==> config.mk <==
export PLATFORM = sky130hd
export DESIGN_NAME = ppds_divider
export DESIGN_NICKNAME = d
export VERILOG_FILES = /design/src/design/ppds_pkg.sv /design/src/design/ppds_divider.sv
export SDC_FILE = /design/constraint.sdc
export NUM_CORES = 1
export LEC_CHECK = 0
export ABC_CLOCK_PERIOD_IN_PS = 3490
export BUFFER_PORTS_ARGS = -buffer_cell sky130_fd_sc_hd__buf_2
export CORE_MARGIN = 2
export CORE_UTILIZATION = 57
export CTS_BUF_LIST = sky130_fd_sc_hd__clkbuf_4
export DETAILED_ROUTE_END_ITERATION = 8
export PLACE_DENSITY = 0.83
export SETUP_SLACK_MARGIN = 0.15
export SKIP_LAST_GASP = 1
export SLEW_MARGIN = 0
export SYNTH_ARGS = -nofsm -noshare
export SYNTH_HDL_FRONTEND = slang
export SYNTH_SLANG_ARGS = --single-unit
==> constraint.sdc <==
create_clock -name clk -period 3.49 [get_ports clk]
set_input_delay 0.349 -clock clk [delete_from_list [all_inputs] [get_ports clk]]
set_output_delay 0.349 -clock clk [all_outputs]
set_load 0.05 [all_outputs]
==> src/design/ppds_pkg.sv <==
`timescale 1ns / 1ps
// ----------------------------------------------------------------------------
// ppds_pkg: shared constants and types for the pinhole point depth splatter
// Register indexes, field widths and the divider request/response structs.
// ----------------------------------------------------------------------------
package ppds_pkg;

  localparam int unsigned PIXEL_CAPACITY_DEF = 524288;
  localparam int unsigned CFG_IDX_W = 3;
  localparam int unsigned CFG_DATA_W = 16;

  localparam logic [CFG_IDX_W-1:0] REG_FOCAL_X  = 3'd0;
  localparam logic [CFG_IDX_W-1:0] REG_FOCAL_Y  = 3'd1;
  localparam logic [CFG_IDX_W-1:0] REG_CENTER_X = 3'd2;
  localparam logic [CFG_IDX_W-1:0] REG_CENTER_Y = 3'd3;
  localparam logic [CFG_IDX_W-1:0] REG_WIDTH    = 3'd4;
  localparam logic [CFG_IDX_W-1:0] REG_HEIGHT   = 3'd5;

  // item commands
  localparam logic CMD_SPLAT = 1'b0;
  localparam logic CMD_READ  = 1'b1;

  // numerator p*f + c*z fits in 42 bits signed; divisor 16*z in 28 bits
  localparam int unsigned NUM_W = 42;
  localparam int unsigned DEN_W = 28;
  localparam int unsigned DIM_MAX = 4096;

  typedef struct packed {
    logic             start;
    logic [NUM_W-1:0] num_u;   // magnitude of numerator
    logic             neg;
    logic [DEN_W-1:0] den;
  } div_req_t;

  typedef struct packed {
    logic             busy;
    logic             done;
    logic [NUM_W-1:0] quot;    // truncated magnitude
    logic             neg;
  } div_rsp_t;

endpackage

==> src/design/ppds_divider.sv <==
`timescale 1ns / 1ps
// ----------------------------------------------------------------------------
// ppds_divider: radix-2 restoring divider
// One quotient bit per cycle; sign applied by the caller (truncation toward 0).
// ----------------------------------------------------------------------------
module ppds_divider (
  input  logic                clk,
  input  logic                rst_n,
  input  ppds_pkg::div_req_t  req,
  output ppds_pkg::div_rsp_t  rsp
);

  localparam int unsigned N = ppds_pkg::NUM_W;
  localparam int unsigned D = ppds_pkg::DEN_W;
  localparam int unsigned CW = $clog2(N + 1);

  logic [N-1:0]  quot_r, quot_nxt;
  logic [D:0]    rem_r, rem_nxt;
  logic [D-1:0]  den_r;
  logic [CW-1:0] cnt_r, cnt_nxt;
  logic          busy_r, busy_nxt, done_r, neg_r;
  logic [D:0]    trial;
  logic [D:0]    shifted;

  // one shift-subtract step
  always_comb begin
    shifted  = {rem_r[D-1:0], quot_r[N-1]};
    trial    = shifted - {1'b0, den_r};
    rem_nxt  = trial[D] ? shifted : trial;
    quot_nxt = {quot_r[N-2:0], ~trial[D]};
    cnt_nxt  = cnt_r - CW'(1);
    busy_nxt = (cnt_r != CW'(1));
  end

  always_ff @(posedge clk) begin
    if (!rst_n) begin
      busy_r <= 1'b0;
      done_r <= 1'b0;
      cnt_r  <= '0;
    end else if (req.start) begin
      busy_r <= 1'b1;
      done_r <= 1'b0;
      cnt_r  <= CW'(N);
    end else if (busy_r) begin
      busy_r <= busy_nxt;
      done_r <= ~busy_nxt;
      cnt_r  <= cnt_nxt;
    end else begin
      done_r <= 1'b0;
    end
  end

  always_ff @(posedge clk) begin
    if (req.start) begin
      quot_r <= req.num_u;
      rem_r  <= '0;
      den_r  <= req.den;
      neg_r  <= req.neg;
    end else if (busy_r) begin
      quot_r <= quot_nxt;
      rem_r  <= rem_nxt;
    end
  end

  assign rsp.busy = busy_r;
  assign rsp.done = done_r;
  assign rsp.quot = quot_r;
  assign rsp.neg  = neg_r;

endmodule

# Word level (Yosys, flattened, before mapping)
# Index checks and enable logic that the tools add are counted.
# op_classes
addsub	2
eq_ne	1
n_mux	7
bitwise_logic	4
reduce_logical	3
# op_table
operator	count
42-bit 2-to-1 mux	2
29-bit by 28-bit subtractor with 29-bit output	1
28-bit 2-to-1 mux	1
6-bit 2-to-1 mux	2
6-bit by 1-bit != test with 1-bit output (second input constant)	1
6-bit by 1-bit subtractor with 6-bit output (second input constant)	1
1-bit NOT	4
3-bit OR reduction	1
1-bit 2-to-1 mux	2
2-bit nonzero test	1
2-bit OR reduction	1
# totals
regBits	107
word_cells	25

# Logic depth before layout (Yosys ltp)
# depth
word_depth	4
depth_mapped	14
mapped_depth_nobuf	12

# Worst setup path before layout
# OpenSTA, ideal clock, no wires.
# synth_timing
path_kind	reg2reg
start	reg quot_r[41]
end	reg rem_r[8]
t_arrival_ns	3.102
required_time_ns	3.361
path_slack_ns	0.259
stages_incl_launch_ff	14
cell_sequence	edfxtp_1 -> inv_1 -> ha_1 -> fa_1 -> and2b_1 -> o31a_1 -> o2111ai_2 -> a211oi_2 -> a21oi_4 -> xnor2_2 -> buf_6 -> mux2_1 -> mux2i_1 -> nor2_1
# synth_between
elab_chain_len	2
# synth_rtl
element	line	rtl
start: declaration	ppds_divider.sv:17	logic [N-1:0] quot_r, quot_nxt;
start signal: assignment	ppds_divider.sv:55	quot_r <= req.num_u;
start signal: assignment	ppds_divider.sv:60	quot_r <= quot_nxt;
29-bit by 28-bit subtractor with 29-bit output	ppds_divider.sv:28	trial = shifted - {1'b0, den_r};
28-bit 2-to-1 mux	ppds_divider.sv:29	rem_nxt = trial[D] ? shifted : trial;
end signal: assignment	ppds_divider.sv:61	rem_r <= rem_nxt;
end: declaration	ppds_divider.sv:18	logic [D:0] rem_r, rem_nxt;
# Every way passes these cells.
# A chain may end at the register's enable or synchronous reset.

# Worst setup path in the final report
# layout_timing
start	reg quot_r[41]
end	reg rem_r[25]
# Same word-level chain as after synthesis.

==> results.toml <==
[outcome]
status = "complete, no violations"

[power]
p_comb_share_pct = 28.2
power_switching_mw = 1.03
irDropWorstVdd_v = 0.000404
p_per_area_mw_per_mm2 = 442
p_leak_nw = 2.93
switching_share_pct = 34.4
p_seq_share_pct = 51.6
p_clk_share_pct = 20.3
p_int_mw = 1.97

[synth]
synth_cells = 540
syn_nets = 645
ys_seq_area_share_pct = 49.2
synth_edf_count = 71
synthesis.area_mm2 = 0.00580
ys_ff_latch = 107
synth_flop_cell = "edfxtp_1"
syn_area_per_cell_um2 = 10.7
yosysUniqueCellTypes = 54
yosysWarnings = 0
async_flop_share_pct = 0

[timing]
skew_ns = 0.0295
slew-limit-headroom_pct = 34.9
holdWs_ns = 0.0337
slew_violations = 0
fin_ws_ns = 0.263
final-setup-viol-count = 0
fmax_ghz = 0.310
rsz0062_at_grt = "yes"
tightest_slew_ns = 0.977
setup_tns_ns = 0
period_minus_slack_ns = 3.23
hold_viol_final = 0
timing.final.crit_share_pct = 92.5

[job]
cap_violations = 0

[cts]
clk_path_buf_depth = 2
tritoncts = "built"
htreeDepth = 3
clock_latency_ns = 0.49
cts.sinks = 107
clkTransAtPathRegs_ns = 0.17
clockRootBuffer = "clkbuf_4"
cts_made_buffers = 9

[cells_and_area]
area_growth_pct = 16.9
antenna_cells = 0
fillerInstances = 773
stdcell_count = 800
num-nets-final = 767
drive_above_1_share_pct = 29.4

[detailed_routing]
drt_iter0_drc = 193
vias = 4422
drt-total-wl_um = 11900
drtPass1Iterations = 4
wl_per_cell_um = 14.9
ant_nets = 0
via_per_inst = 5.53
drc = 0

[worst_setup_path]
regToRegSetupSlack_ns = 0.26
r2r_start = "quot_r[41]"
required_ns = 3.92
critical_path.max_fanout = 8
worstPathArrival_ns = 3.66
worstSetupEndpointType = "register"
reg2regPathDepth = 12
r2r-end = "rem_r[25]"
worstSetupPathType = "register to register"
cp-start-kind = "register"
cp_top_family = "compound AO/OA/AOI/OAI gates"
cpPeakStageDelay_ns = 0.51
cp.buffers_inverters = 2
slowest_stage = "or4b_1"
worst-path-stages = 12
crit_chain = "inv_1 -> ha_1 -> fa_1 -> and2b_1 -> o31a_1 -> o2111ai_2 -> a211oi_2 -> a21oi_4 -> xnor2_4 -> buf_4 -> or4b_1 -> a21oi_1"

[grt]
overflow = 0
grt_pass1_wl_um = 20300
grt_pass1_vias = 4460
grt_max_degree = 71
grt_use_total_pct = 22.5
antenna_found_initial = 0

[placement]
hpwl_um = 8530
place.port_buffers = 118
placed_cells = 769
place_congestion = 0.868
place_ws_ns = 0.233

[floorplan]
die_y_um = 105
dieArea_mm2 = 0.0110
die_x_um = 105
core-area_mm2 = 0.00982
initial_utilization_pct = 59.1
boundaryPins = 119
rows = 36

[hold_path]
hold_class = "primary input to register"
whs_endpoint = "den_r[12]"
worstHoldStart = "req[12]"
whs_path_depth = 1
-- cell usage in the layout, fill, tap and decap left out, types with 2 or more instances in the layout --
master	count
o31a_1	3
nor2_1	57
nor3_1	13
mux2_2	41
edfxtp_1	71
nand3_1	6
o211ai_1	4
ha_1	30
xnor2_1	17
xor2_1	8
a211oi_1	24
buf_2	117
dlygate4sd3_1	13
nand4_1	4
dfxtp_1	35
a211oi_2	4
and3_1	6
or2_2	4
o21a_1	8
o21ai_0	14
o21bai_1	3
buf_6	2
nand2b_1	9
a21oi_1	47
clkbuf_4	10
nor2b_1	3
a21o_1	9
nand2_1	22
inv_1	37
mux2i_1	9
buf_4	4
a21boi_0	2
or3_1	2
inv_6	2
-- per-stage QoR --
stage | util (%) | total power [mW] | instance area, um2
6_report | 69.0 | 3.00 | 6780
3_5_place_dp | 66.1 | 2.40 | 6490
2_1_floorplan | - | 2.20 | 5800
5_1_grt | 69.0 | 3.15 | 6780
3_3_place_gp | 66.1 | 2.37 | 6490
4_1_cts | 68.4 | 3.01 | 6710
-- per-layer routing --
metal	track usage, %	share of wire [%]	routed length, um	vias to the layer above
met5	0	0	0	-
met4	7.71	1.9	224	0
met3	6.86	7.0	836	18
met2	38.4	48	5780	129
met1	27.2	43	5100	2072
li1	-	-	-	2203
-- flip-flops by register name, summed over array words and instances (netlist names) --
name / flops
neg_r: 1
busy_r: 1
cnt_r: 6
den_r: 28
rem_r: 28
done_r: 1
quot_r: 42
-- power by group through the flow --
stage	Combinational, mW	Clock, mW	Sequential (mW)
floorplan	0.464	0	1.74
global placement	0.802	0	1.57
detailed placement	0.827	0	1.57
CTS	0.836	0.627	1.55
global route	0.919	0.670	1.56
finish	0.844	0.608	1.55
-- Yosys cell counts, types with 6 or more instances --
library cell / instances / area share, %
edfxtp_1: 71 / 37
nor2_1: 57 / 3.7
a21oi_1: 47 / 4.1
mux2_2: 41 / 8.0
inv_1: 37 / 2.4
dfxtp_1: 36 / 12
ha_1: 30 / 6.5
a211oi_1: 24 / 3.1
nand2_1: 22 / 1.4
clkbuf_1: 17 / 1.1
xnor2_1: 17 / 2.6
o21ai_0: 14 / 1.2
nor3_1: 13 / 1.1
a21o_1: 9 / 1.2
mux2i_1: 9 / 1.6
nand2b_1: 9 / 0.97
o21a_1: 8 / 1.0
xor2_1: 8 / 1.2
and3_1: 6 / 0.65
nand3_1: 6 / 0.52
-- worst max path at each step --
stage / from / endpoint / slack (ns)
finish: quot_r[41] / rem_r[25] / 0.26
global route: quot_r[41] / rem_r[25] / 0.07
CTS: quot_r[41] / rem_r[12] / 0.20
detailed placement: quot_r[41] / rem_r[4] / 0.23
global placement: quot_r[41] / rem_r[12] / 0.36
floorplan: quot_r[41] / rem_r[8] / 0.26
-- kinds of logic (layout without fill, tap and decap cells) --
group | count (synthesis) | in the layout | synth area share, %
DFF | 107 | 107 | 49.2
buffers and inverters | 63 | 190 | 4.53
adders and majority gates | 31 | 31 | 6.82
xor gates and xnor gates | 26 | 26 | 4.06
and+or+nand+nor | 132 | 132 | 10.6
AOI/OAI and AO/OA | 130 | 130 | 15.1
muxes | 51 | 51 | 9.71
-- final cells by class --
type	instances	area [um2]	share of cell area, %
clock buffers	10	75.1	1.11
clock inverters	6	58.8	0.868
inverters	37	139	2.05
multi-input cells	370	2700	39.8
flip-flops and latches	107	2850	42.1
well taps	133	166	2.46
repair buffers	137	788	11.6
-- what timing repair did --
item	in CTS	in global routing
resized for setup	0	2
hold endpoints to repair	9	4
hold buffers	9	4
endpoints found under the setup margin	0	24
setup buffers	0	2
(Power assumes the default switching activity.)
